<file path="config.mk">
export PLATFORM = sky130hd
export DESIGN_NAME = double_ended_queue
export DESIGN_NICKNAME = d
export VERILOG_FILES = /design/src/hw/rtl/deq_pkg.sv /design/src/hw/rtl/deq_dpath.sv /design/src/hw/rtl/deq_ctrl.sv /design/src/hw/rtl/double_ended_queue.sv
export SDC_FILE = /design/constraint.sdc
export NUM_CORES = 1
export LEC_CHECK = 0
export BUFFER_PORTS_ARGS = -buffer_cell sky130_fd_sc_hd__buf_2
export CORE_MARGIN = 2
export CORE_UTILIZATION = 35
export CTS_CLUSTER_DIAMETER = 120
export DETAILED_ROUTE_END_ITERATION = 8
export SLEW_MARGIN = 10
export SYNTH_ARGS = -nofsm -noshare
export SYNTH_HDL_FRONTEND = slang
export SYNTH_HIERARCHICAL = 1
export SYNTH_SLANG_ARGS = --single-unit
</file>
<file path="constraint.sdc">
create_clock -name i_clk -period 10.9 [get_ports i_clk]
set_input_delay 1.09 -clock i_clk [delete_from_list [all_inputs] [get_ports i_clk]]
set_output_delay 1.09 -clock i_clk [all_outputs]
set_load 0.01 [all_outputs]
</file>
<file path="src/hw/rtl/deq_pkg.sv">
package deq_pkg;

    // Action codes carried in the item
    localparam logic [2:0] ACT_PUSH_FRONT = 3'd0;
    localparam logic [2:0] ACT_PUSH_REAR  = 3'd1;
    localparam logic [2:0] ACT_POP_FRONT  = 3'd2;
    localparam logic [2:0] ACT_POP_REAR   = 3'd3;
    localparam logic [2:0] ACT_DUMP_FWD   = 3'd4;
    localparam logic [2:0] ACT_DUMP_BACK  = 3'd5;

    // Result status codes
    localparam logic [1:0] ST_OK    = 2'd0;
    localparam logic [1:0] ST_EMPTY = 2'd1;
    localparam logic [1:0] ST_FULL  = 2'd2;

    // Longest dump, in results
    localparam int MAX_RESULTS = 16;

    typedef struct packed {
        logic [2:0]         action;
        logic signed [31:0] push_value;
    } t_item;

    typedef struct packed {
        logic signed [31:0] value;
        logic [1:0]         status;
        logic               last;
    } t_result;

    typedef enum logic [2:0] {
        ADDR_NEW_FRONT,
        ADDR_REAR,
        ADDR_FRONT,
        ADDR_BACK,
        ADDR_DUMP
    } t_addr_sel;

    typedef enum logic [2:0] {
        PTR_HOLD,
        PTR_PUSH_FRONT,
        PTR_PUSH_REAR,
        PTR_POP_FRONT,
        PTR_POP_REAR
    } t_ptr_op;

    typedef struct packed {
        logic      wr_en;
        logic      rd_en;
        t_addr_sel addr_sel;
        t_ptr_op   ptr_op;
        logic      dump_init;
        logic      dump_adv;
        logic      dump_dir;
        logic      emit;
        logic [1:0] emit_status;
        logic      emit_last;
        logic      emit_data;
    } t_dp_cmd;

    typedef struct packed {
        logic empty;
        logic full;
        logic first_last;
        logic next_last;
    } t_dp_stat;

endpackage

</file>
<file path="src/hw/rtl/deq_dpath.sv">
module deq_dpath #(
    parameter int DEPTH = 16
) (
    input  logic               i_clk,
    input  logic               i_rst_n,
    input  deq_pkg::t_dp_cmd   i_cmd,
    input  logic signed [31:0] i_push_value,
    output deq_pkg::t_dp_stat  o_stat,
    output logic               o_valid,
    output deq_pkg::t_result   o_result
);

    localparam int AW  = $clog2(DEPTH);
    localparam int CW  = $clog2(DEPTH + 1);
    localparam int LIM = (DEPTH < deq_pkg::MAX_RESULTS) ? DEPTH : deq_pkg::MAX_RESULTS;

    localparam logic [AW:0]   DEPTH_S   = (AW + 1)'(DEPTH);
    localparam logic [AW-1:0] LAST_SLOT = AW'(DEPTH - 1);
    localparam logic [CW-1:0] DEPTH_C   = CW'(DEPTH);
    localparam logic [CW-1:0] LIM_C     = CW'(LIM);
    localparam logic [CW-1:0] ONE_C     = CW'(1);

    logic signed [31:0] r_mem [DEPTH];
    logic signed [31:0] r_rdata;
    logic [AW-1:0]      r_front;
    logic [CW-1:0]      r_count;
    logic [CW-1:0]      r_idx;
    logic               r_dir;
    logic               r_valid;
    logic [1:0]         r_status;
    logic               r_last;
    logic               r_data_en;

    logic [AW-1:0] front_dec;
    logic [AW-1:0] front_inc;
    logic [CW-1:0] total;
    logic [CW-1:0] idx_cur;
    logic          dir_cur;
    logic [CW-1:0] dump_n;
    logic [CW-1:0] offset;
    logic [AW:0]   slot_sum;
    logic [AW:0]   slot_wrap;
    logic [AW-1:0] addr;

    always_comb begin
        front_dec = (r_front == '0) ? LAST_SLOT : r_front - AW'(1);
        front_inc = (r_front == LAST_SLOT) ? '0 : r_front + AW'(1);
        total     = (r_count > LIM_C) ? LIM_C : r_count;
        idx_cur   = i_cmd.dump_init ? '0 : r_idx;
        dir_cur   = i_cmd.dump_init ? i_cmd.dump_dir : r_dir;
        dump_n    = dir_cur ? (r_count - ONE_C - idx_cur) : idx_cur;

        case (i_cmd.addr_sel)
            deq_pkg::ADDR_REAR: begin
                offset = r_count;
            end
            deq_pkg::ADDR_BACK: begin
                offset = r_count - ONE_C;
            end
            deq_pkg::ADDR_DUMP: begin
                offset = dump_n;
            end
            default: begin
                offset = '0;
            end
        endcase

        // Both terms stay below DEPTH, so one subtract folds the ring
        slot_sum  = {1'b0, r_front} + (AW + 1)'(offset);
        slot_wrap = (slot_sum >= DEPTH_S) ? slot_sum - DEPTH_S : slot_sum;

        case (i_cmd.addr_sel)
            deq_pkg::ADDR_NEW_FRONT: begin
                addr = front_dec;
            end
            deq_pkg::ADDR_FRONT: begin
                addr = r_front;
            end
            default: begin
                addr = slot_wrap[AW-1:0];
            end
        endcase
    end

    assign o_stat.empty      = (r_count == '0);
    assign o_stat.full       = (r_count == DEPTH_C);
    assign o_stat.first_last = (total == ONE_C);
    assign o_stat.next_last  = ((r_idx + ONE_C) == total);

    always_ff @(posedge i_clk) begin
        if (i_cmd.wr_en) begin
            r_mem[addr] <= i_push_value;
        end
        if (i_cmd.rd_en) begin
            r_rdata <= r_mem[addr];
        end
    end

    always_ff @(posedge i_clk) begin
        if (!i_rst_n) begin
            r_front <= '0;
            r_count <= '0;
            r_idx   <= '0;
            r_dir   <= 1'b0;
            r_valid <= 1'b0;
        end else begin
            r_valid <= i_cmd.emit;
            case (i_cmd.ptr_op)
                deq_pkg::PTR_PUSH_FRONT: begin
                    r_front <= front_dec;
                    r_count <= r_count + ONE_C;
                end
                deq_pkg::PTR_PUSH_REAR: begin
                    r_count <= r_count + ONE_C;
                end
                deq_pkg::PTR_POP_FRONT: begin
                    r_front <= front_inc;
                    r_count <= r_count - ONE_C;
                end
                deq_pkg::PTR_POP_REAR: begin
                    r_count <= r_count - ONE_C;
                end
                default: begin
                end
            endcase
            if (i_cmd.dump_init) begin
                r_idx <= ONE_C;
                r_dir <= i_cmd.dump_dir;
            end else if (i_cmd.dump_adv) begin
                r_idx <= r_idx + ONE_C;
            end
        end
    end

    always_ff @(posedge i_clk) begin
        if (i_cmd.emit) begin
            r_status  <= i_cmd.emit_status;
            r_last    <= i_cmd.emit_last;
            r_data_en <= i_cmd.emit_data;
        end
    end

    assign o_valid         = r_valid;
    assign o_result.value  = r_data_en ? r_rdata : '0;
    assign o_result.status = r_status;
    assign o_result.last   = r_last;

endmodule

</file>
<file path="src/hw/rtl/deq_ctrl.sv">
module deq_ctrl (
    input  logic              i_clk,
    input  logic              i_rst_n,
    input  logic              i_start,
    input  logic [2:0]        i_action,
    input  deq_pkg::t_dp_stat i_stat,
    output deq_pkg::t_dp_cmd  o_cmd,
    output logic              o_busy
);

    typedef enum logic [1:0] {
        S_IDLE = 2'b01,
        S_DUMP = 2'b10
    } t_ctl_state;

    t_ctl_state r_state;
    t_ctl_state n_state;

    always_comb begin
        n_state = r_state;
        o_cmd   = '0;

        case (r_state)
            S_IDLE: begin
                if (i_start) begin
                    case (i_action)
                        deq_pkg::ACT_PUSH_FRONT, deq_pkg::ACT_PUSH_REAR: begin
                            o_cmd.emit      = 1'b1;
                            o_cmd.emit_last = 1'b1;
                            if (i_stat.full) begin
                                o_cmd.emit_status = deq_pkg::ST_FULL;
                            end else begin
                                o_cmd.emit_status = deq_pkg::ST_OK;
                                o_cmd.wr_en       = 1'b1;
                                if (i_action == deq_pkg::ACT_PUSH_FRONT) begin
                                    o_cmd.addr_sel = deq_pkg::ADDR_NEW_FRONT;
                                    o_cmd.ptr_op   = deq_pkg::PTR_PUSH_FRONT;
                                end else begin
                                    o_cmd.addr_sel = deq_pkg::ADDR_REAR;
                                    o_cmd.ptr_op   = deq_pkg::PTR_PUSH_REAR;
                                end
                            end
                        end
                        deq_pkg::ACT_POP_FRONT, deq_pkg::ACT_POP_REAR: begin
                            o_cmd.emit      = 1'b1;
                            o_cmd.emit_last = 1'b1;
                            if (i_stat.empty) begin
                                o_cmd.emit_status = deq_pkg::ST_EMPTY;
                            end else begin
                                o_cmd.emit_status = deq_pkg::ST_OK;
                                o_cmd.emit_data   = 1'b1;
                                o_cmd.rd_en       = 1'b1;
                                if (i_action == deq_pkg::ACT_POP_FRONT) begin
                                    o_cmd.addr_sel = deq_pkg::ADDR_FRONT;
                                    o_cmd.ptr_op   = deq_pkg::PTR_POP_FRONT;
                                end else begin
                                    o_cmd.addr_sel = deq_pkg::ADDR_BACK;
                                    o_cmd.ptr_op   = deq_pkg::PTR_POP_REAR;
                                end
                            end
                        end
                        deq_pkg::ACT_DUMP_FWD, deq_pkg::ACT_DUMP_BACK: begin
                            o_cmd.emit = 1'b1;
                            if (i_stat.empty) begin
                                o_cmd.emit_status = deq_pkg::ST_EMPTY;
                                o_cmd.emit_last   = 1'b1;
                            end else begin
                                // Read the first entry right away
                                o_cmd.emit_status = deq_pkg::ST_OK;
                                o_cmd.emit_data   = 1'b1;
                                o_cmd.emit_last   = i_stat.first_last;
                                o_cmd.rd_en       = 1'b1;
                                o_cmd.addr_sel    = deq_pkg::ADDR_DUMP;
                                o_cmd.dump_init   = 1'b1;
                                o_cmd.dump_dir    = (i_action == deq_pkg::ACT_DUMP_BACK);
                                if (!i_stat.first_last) begin
                                    n_state = S_DUMP;
                                end
                            end
                        end
                        default: begin
                        end
                    endcase
                end
            end
            S_DUMP: begin
                o_cmd.emit        = 1'b1;
                o_cmd.emit_status = deq_pkg::ST_OK;
                o_cmd.emit_data   = 1'b1;
                o_cmd.emit_last   = i_stat.next_last;
                o_cmd.rd_en       = 1'b1;
                o_cmd.addr_sel    = deq_pkg::ADDR_DUMP;
                o_cmd.dump_adv    = 1'b1;
                if (i_stat.next_last) begin
                    n_state = S_IDLE;
                end
            end
            default: begin
                n_state = S_IDLE;
            end
        endcase
    end

    always_ff @(posedge i_clk) begin
        if (!i_rst_n) begin
            r_state <= S_IDLE;
        end else begin
            r_state <= n_state;
        end
    end

    assign o_busy = (r_state == S_DUMP);

endmodule

</file>
<file path="src/hw/rtl/double_ended_queue.sv">
// Bounded double-ended queue of signed 32-bit words held in a DEPTH-entry
// ring buffer. Raise start with an item while busy is low; the item is taken
// at that clock edge. Every result shows on o_result for exactly one cycle
// with o_valid high, starting the cycle after the item is taken, and the
// receiver must take it then: there is no way to hold results off. Push and
// pop items give one result each and never raise busy, so a new item may
// follow in every cycle. A dump of N stored entries gives min(N, 16)
// results on consecutive cycles, one memory read per entry through the
// single port of the entry store, with busy high for all but the last of
// those cycles; the final result carries last. A push to a full queue, or a
// pop or dump of an empty one, gives one status result and changes nothing.
// Action codes 6 and 7 are dropped without a result. The entry store needs
// no clearing after reset, as only occupied slots are ever read.
module double_ended_queue #(
    parameter int DEPTH = 16
) (
    input  logic             i_clk,
    input  logic             i_rst_n,
    input  logic             start,
    input  deq_pkg::t_item   i_item,
    output logic             busy,
    output logic             o_valid,
    output deq_pkg::t_result o_result
);

    deq_pkg::t_dp_cmd  cmd;
    deq_pkg::t_dp_stat stat;

    // Sequence each item: decode the action, check full/empty, step dumps
    deq_ctrl u_ctrl (
        .i_clk    (i_clk),
        .i_rst_n  (i_rst_n),
        .i_start  (start),
        .i_action (i_item.action),
        .i_stat   (stat),
        .o_cmd    (cmd),
        .o_busy   (busy)
    );

    // Hold the ring pointers, the entry store and the result register
    deq_dpath #(
        .DEPTH (DEPTH)
    ) u_dpath (
        .i_clk        (i_clk),
        .i_rst_n      (i_rst_n),
        .i_cmd        (cmd),
        .i_push_value (i_item.push_value),
        .o_stat       (stat),
        .o_valid      (o_valid),
        .o_result     (o_result)
    );

    // While a dump runs, the result just shown is a dump entry that is not last
    a_busy_mid_dump: assert property (@(posedge i_clk) disable iff (!i_rst_n)
        busy |-> (o_valid && !o_result.last && o_result.status == deq_pkg::ST_OK))
        else $error("busy without a pending dump result");

    // Every item with a defined action gives a result in the next cycle
    a_item_gives_result: assert property (@(posedge i_clk) disable iff (!i_rst_n)
        (start && !busy && i_item.action <= deq_pkg::ACT_DUMP_BACK) |=> o_valid)
        else $error("accepted item produced no result");

    // A result only follows an accepted item or a running dump
    a_result_has_cause: assert property (@(posedge i_clk) disable iff (!i_rst_n)
        o_valid |-> ($past(start && !busy) || $past(busy)))
        else $error("result without a cause");

    // Error results are single, final and carry a zero word
    a_error_result: assert property (@(posedge i_clk) disable iff (!i_rst_n)
        (o_valid && o_result.status != deq_pkg::ST_OK)
            |-> (o_result.last && o_result.value == '0 && !busy))
        else $error("malformed error result");

endmodule

</file>
==> summary.txt, run 1 <==
Cells and area
  – Fillers: 6094
  – Area Growth Syn to Fin: 12.98%
  – Final #Nets: 1843
  – Reg area: 16820 µm²
  – Layout cells sized above 1: 12.04%
  – Design Area, Final: 26980 µm²
  – Area of the multi-input gates: 6574 µm²

Synth
  – Yosys top cell by area: edfxtp_1
  – Synth Register Bits: 566
  – Synth warnings: 6
  – Top cells by area, synth: edfxtp_1 69%, nand2_1 5.3%, a22oi_1 3.0%, mux2i_1 2.9%, nand3_1 2.8%
  – Synthesized instance count: 1752
  – Top-area cell type share of the netlist area: 68.92%
  – Seq/Total Area, Yosys: 70.43%
  – Netlist cell types: 63
  – Commonest register cell after synthesis: edfxtp_1
  – Mapped cell area: 23880 µm²
  – Synth Net Count: 1812
  – EDFF count, synth: 548
  – Mean Syn Cell Area: 13.63 µm²
  – Async S/R FF share, synth: 0%

Drt
  – First-pass iteration count of the detailed router: 6
  – DRC viols: 0
  – Initial DRC Count: 1423
  – Wire per inst: 23.00 µm
  – Post-route ant nets: 0
  – Vias: 15036
  – Vias per cell: 5.565
  – WL final: 62150 µm

Power
  – VDD IR max: 112.8 µV
  – Sequential power share: 50.0%
  – NetSw: 1.200 mW
  – Internal Pwr Total: 3.659 mW
  – Clock power frac: 38.8%
  – Switching fraction of total power: 24.70%
  – Comb power frac: 11.2%
  – Pwr Total: 4.859 mW
  – Leak pwr: 9.246 nW
  – Pwr Density: 180.1 nW/µm²

Clock tree
  – CTS Buf Count: 58
  – # Post-CTS Setup Buffers: 0
  – Max Buffers Root-to-Sink: 3
  – H-tree levels: 2
  – Worst-Skew Late Latency: 0.63 ns
  – Reg clk slew, reported paths: 0.06 ns
  – CTS tree: built
  – Hold Buf Count CTS: 0
  – # clock sinks: 566
  – Root buf cell: clkbuf_16
  – # resized after CTS: 0

STA
  – Fin. max-slew vios: 0
  – Fmax: 0.1332 GHz
  – Post-Route Setup TNS: 0 ns
  – Measured slew at the worst slew-check pin: 1.203 ns
  – Final worst setup slack: 3.390 ns
  – Setup repair after global routing missed its margin: false
  – Post-layout min period: 7.510 ns
  – Setup-failing EPs final: 0
  – Final hold vios: 0
  – Tcrit/Tclk final: 68.90%
  – Final setup skew: 0.01961 ns
  – Max_slew headroom: 19.69%

Global route
  – Initial antenna violation count: 2
  – GR Overflow Total: 0
  – First-pass GRT wire length: 93680 µm
  – Gr usage total: 17.39%
  – Pin count of the biggest net entering global routing: 183
  – Vias in the first global route: 14903

Placed design
  – Pre-CTS setup slack: 3.529 ns
  – Gpl congestion: 0.8188
  – DPL Wire Length: 32940 µm
  – Placed Area: 25200 µm²
  – Port-buffer cells: 74

Critical path
  – Reg2reg path depth: 21
  – CP endpoint kind: register
  – Critical path type: reg -> reg
  – Setup crit start kind: register
  – R2R Path End: u_dpath/r_mem[6][23]
  – Reg2reg setup slack: 3.39 ns
  – RR Startpoint: u_dpath/r_count[0]
  – Max FO, Critical Path: 70
  – Required @ worst endpoint: 11.15 ns
  – Origin of the worst setup path: u_dpath/r_count[0]
  – Critical Path AT: 7.76 ns

Hold path
  – Hold Path End: u_ctrl/r_state[1]
  – Hold crit path type: reg -> reg
  – Hold Path Depth: 2
  – HP Start: u_ctrl/r_state[1]

Job
  – Max Cap Viol: 0

Floorplanning
  – Core region area: 67400 µm²
  – Std cell rows: 95
  – DIE AREA: 70320 µm²
  – Chip width: 265.2 µm
  – Die height: 265.2 µm
  – # IOs: 75
  – Initial core utilization: 35.43%

Run status
  – Outcome: finished clean
[synthesized netlist by cell type, drive strengths merged (6+ instances only)]
cell	instances
a21boi	6
a21oi	19
a221oi	65
a22oi	95
a311oi	66
and2	41
buf	39
clkbuf	98
dfxtp	18
edfxtp	548
ha	20
inv	20
mux2i	68
nand2	340
nand2b	12
nand3	135
nand4	9
nor2	23
nor2b	7
nor3	9
nor3b	9
o211ai	9
o21ai	14
xnor2	14
xor2	7
[critical path, cell delays in order (launching register included)]
cell and delay (ns):
dfxtp_1 0.45, inv_1 0.20, ha_1 0.27, nand3_1 0.20
nor2_1 0.37, and3b_1 0.27, and2_1 0.29, nor2b_1 0.17
ha_1 0.19, inv_1 0.07, fa_1 0.51, mux2i_1 0.16
o21ai_0 0.10, nand2_1 0.08, o21ai_0 0.15, fa_1 0.51
o21a_1 0.26, a31o_4 0.74, buf_4 0.82, nand4_1 0.30
a21oi_4 0.39, buf_4 0.57
[power by group through the flow]
stage               Clock (mW)  Sequential (mW)  Combinational [mW]
finish                    1.88             2.43               0.546
global route              2.00             2.43               0.598
global placement             0             2.47               0.539
detailed placement           0             2.48               0.546
CTS                       1.92             2.43               0.549
floorplan                    0             2.47               0.361
[layer usage]
metal  GRT usage, %  up-vias  wire length [µm]
li1               -     6798                 -
met1          23.21     7599             26480
met2          29.18      543             30280
met3          2.796       96              3935
met4          5.314        0              1447
met5              0        -                 0
[logic make-up after synthesis]
kind of cell             after synthesis  synth area share (%)
flip-flops                           566                 70.43
adder cells (fa/ha/maj)               22                 1.216
AO/OA/AOI/OAI                        309                 10.20
multiplexers                          71                 3.086
buffers and inverters                157                 2.762
XOR/XNOR                              21                0.7703
AND/OR/NAND/NOR                      606                 11.53
[sequential cells by signal, indices dropped and copies added (netlist names)]
name,flops
u_dpath/r_idx,5
u_dpath/r_status,2
u_dpath/r_mem,512
u_dpath/r_last,1
u_dpath/r_data_en,1
u_dpath/r_count,5
u_ctrl/r_state,2
u_dpath/r_rdata,32
u_dpath/r_front,4
u_dpath/o_valid,1
u_dpath/r_dir,1
[layout make-up]
type | count | area share [%]
Tap cell | 873 | 4.049
Clock buffer | 74 | 5.603
Multi-Input combinational cell | 1029 | 24.37
Inverter | 20 | 0.2783
Timing Repair Buffer | 108 | 2.365
Antenna cell | 1 | 0.009276
Clock inverter | 31 | 0.9879
Sequential cell | 566 | 62.34
[stage by stage]
step	cells	utilization [%]	hold slack, ns
6_report	2702	40.03	0.4900
4_1_cts	2701	40.02	0.4882
2_1_floorplan	1752	-	0.4530
3_5_place_dp	2596	37.38	0.4768
5_1_grt	2702	40.03	0.5081
3_3_place_gp	2596	37.38	0.4627
[how the worst max path moves through the flow]
stage / to / slack (ns)
2_1_floorplan: u_dpath/r_mem[0][0] / 2.28
3_3_place_gp: u_dpath/r_mem[6][17] / 3.69
3_5_place_dp: u_dpath/r_mem[6][15] / 3.53
4_1_cts: u_dpath/r_mem[6][20] / 3.43
5_1_grt: u_dpath/r_mem[6][23] / 2.78
6_report: u_dpath/r_mem[6][23] / 3.39
[placed cells by master, fill, tap and decap left out, types with 4 or more instances in the layout]
cell | netlist | final
a211oi_1 | 5 | 5
a21boi_0 | 6 | 4
a21oi_1 | 18 | 14
a21oi_4 | 0 | 4
a221oi_1 | 64 | 64
a22oi_1 | 95 | 95
a311oi_1 | 66 | 66
and2_1 | 41 | 39
buf_2 | 20 | 74
buf_4 | 2 | 33
bufinv_16 | 0 | 4
clkbuf_1 | 98 | 16
clkbuf_16 | 0 | 58
clkinv_1 | 0 | 15
clkinv_2 | 0 | 6
dfxtp_1 | 18 | 18
edfxtp_1 | 548 | 548
ha_1 | 20 | 20
inv_1 | 20 | 20
mux2i_1 | 68 | 68
nand2_1 | 340 | 338
nand2b_1 | 12 | 12
nand3_1 | 135 | 134
nand4_1 | 9 | 9
nor2_1 | 22 | 21
nor2b_1 | 6 | 6
nor3_1 | 9 | 9
nor3b_1 | 9 | 5
nor3b_2 | 0 | 4
o211ai_1 | 9 | 9
o21a_1 | 4 | 4
o21ai_0 | 14 | 14
o22ai_1 | 4 | 4
o31ai_1 | 5 | 4
xnor2_1 | 14 | 14
xor2_1 | 7 | 7
No activity file was read; power rests on OpenSTA's default activity.
==> inputs of run 2 (changes only) <==
==> constraint.sdc (replaced) <==
create_clock -name i_clk -period 6.9 [get_ports i_clk]
set_input_delay 0.69 -clock i_clk [delete_from_list [all_inputs] [get_ports i_clk]]
set_output_delay 0.69 -clock i_clk [all_outputs]
set_load 0.01 [all_outputs]
==> run 2 against run 1 <==
Hold slack worse by 0.041 ns. Utilization grew 0.71 points. First-iteration DRC count increased by 8.4%. Critical path type unchanged. Critical endpoint is now u_dpath/r_rdata[16].
==> summary.txt, run 2 (synthesis gave the netlist of run 1 again) <==
Cells and area
  – Final #Nets: 1874
  – Largest regs: u_dpath/r_mem x512, u_dpath/r_rdata x32
  – Most common cell after layout, fill and taps aside: edfxtp_1
  – Most flops, register: u_dpath/r_mem
  – Most frequent cells in the layout: 548 x edfxtp_1, 338 x nand2_1, 134 x nand3_1, 95 x a22oi_1, 74 x buf_2
  – Design Area, Final: 27450 µm²
  – Layout cells sized above 1: 13.95%
  – Max FFs per register: 512
  – Area Growth Syn to Fin: 14.98%

Critical path
  – Max FO, Critical Path: 51
  – Crit-path slowest cell: a31oi_4
  – Required @ worst endpoint: 7.23 ns
  – R2R Path End: u_dpath/r_rdata[16]
  – CP endpoint: u_dpath/r_rdata[16]
  – Origin of the worst setup path: u_dpath/r_count[0]
  – Critical Path AT: 6.72 ns
  – Reg2reg path depth: 23
  – Crit path depth: 23
  – RR Startpoint: u_dpath/r_count[0]
  – CP Cell Sequence: inv_1, ha_1, nand3_1, nor2_1, and3b_1, and2_1, nor2b_1, ha_1, inv_1, fa_1, mux2i_1, o21ai_0, nand2_1, o21ai_0, fa_1, xor2_1, nor2_1, a31oi_4, buf_12, buf_4, a221oi_1, a311oi_1, a22oi_1
  – Top Family by Delay on Critical Path: compound AO/OA/AOI/OAI gates
  – Critical Path Max Stage Delay: 0.86 ns
  – CP Buf/Inv Count: 4
  – Reg2reg setup slack: 0.51 ns
  – CP endpoint kind: register
  – Critical path type: reg -> reg
  – Setup crit start kind: register

Drt
  – DRC viols: 0
  – WL final: 61270 µm
  – Post-route ant nets: 0
  – Vias: 15097
  – Initial DRC Count: 1543
  – Wire per inst: 22.43 µm
  – First-pass iteration count of the detailed router: 7
  – Vias per cell: 5.526

Job
  – Max Cap Viol: 0

Floorplanning
  – Die height: 265.2 µm
  – # IOs: 75
  – Std cell rows: 95
  – DIE AREA: 70320 µm²
  – Core region area: 67400 µm²
  – Initial core utilization: 35.43%
  – Chip width: 265.2 µm

Placed design
  – Placed Area: 25670 µm²
  – Port-buffer cells: 74
  – Pre-CTS setup slack: 0.6333 ns
  – Gpl congestion: 0.8451
  – DPL Wire Length: 35020 µm

Power
  – VDD IR max: 201.9 µV
  – Pwr Density: 280.8 nW/µm²
  – Leak pwr: 9.483 nW

Hold path
  – Hold crit path type: in -> reg

Clock tree
  – # clock sinks: 566
  – # resized after CTS: 0
  – Hold Buf Count CTS: 0
  – Reg clk slew, reported paths: 0.06 ns
  – CTS tree: built
  – H-tree levels: 2
  – # Post-CTS Setup Buffers: 0
  – CTS Buf Count: 54
  – Worst-Skew Late Latency: 0.61 ns
  – Root buf cell: clkbuf_16
  – Max Buffers Root-to-Sink: 3

Global route
  – GR Util met1: 23.35%
  – Gr usage total: 17.31%
  – Pin count of the biggest net entering global routing: 95
  – GR Overflow Total: 0
  – Grt met3 use: 2.925%
  – First-pass GRT wire length: 93210 µm
  – Vias in the first global route: 14770
  – GR peak layer: met2
  – Initial antenna violation count: 3
  – Met2 GRT Util: 29.28%

STA
  – Final worst setup slack: 0.5094 ns
  – Measured slew at the worst slew-check pin: 1.176 ns
  – Fmax: 0.1565 GHz
  – Setup-failing EPs final: 0
  – Setup repair after global routing missed its margin: false
  – Tcrit/Tclk final: 92.62%
  – Final hold vios: 0
  – Max_slew headroom: 21.58%
  – Post-Route Setup TNS: 0 ns
  – Fin. max-slew vios: 0
  – Post-layout min period: 6.391 ns
  – Final setup skew: 0.01239 ns

Run status
  – Outcome: finished clean
-- run 2: worst min path at each step --
| stage | startpoint | to | slack [ns] | cells after the start |
|---|---|---|---|---|
| floorplan | u_ctrl/r_state[1] | u_ctrl/r_state[1] | 0.45 | 2 |
| finish | i_item[24] | u_dpath/r_mem[9][24] | 0.45 | 1 |
| CTS | i_item[25] | u_dpath/r_mem[5][25] | 0.42 | 1 |
| global route | i_item[25] | u_dpath/r_mem[5][25] | 0.44 | 1 |
| global placement | u_ctrl/r_state[1] | u_ctrl/r_state[1] | 0.46 | 2 |
| detailed placement | u_ctrl/r_state[1] | u_ctrl/r_state[1] | 0.49 | 2 |
-- run 2: per-stage QoR --
step                power, mW  utilization [%]  hold slack [ns]  std cells
finish                  7.709            40.74           0.4492       2732
global route            7.972            40.73           0.4408       2731
CTS                     7.779            40.73           0.4171       2730
detailed placement      4.799            38.09           0.4851       2631
global placement        4.787            38.09           0.4615       2631
floorplan               4.475                -           0.4530       1752
-- run 2: cell type report --
type,instances,area [µm²]
Fill cell,6089,39940
Multi-Input combinational cell,1029,6586
Sequential cell,566,16820
Clock buffer,66,1418
Antenna cell,2,5.005
Clock inverter,33,360.3
Tap cell,873,1092
Inverter,20,75.07
Timing Repair Buffer,143,1101
-- run 2: power by group --
part | switching (mW) | internal, mW
clock network | 1.26 | 1.73
logic | 0.584 | 0.305
registers | 0.0161 | 3.82
total | 1.86 | 5.85
-- run 2: metal layers --
metal  share of wire, %  wire length, µm  up-vias
met4                1.8             1102        2
met5              0.021               13        -
met2                 49            29980      505
met3                6.5             3991       79
li1                   -                -     6859
met1                 43            26180     7652
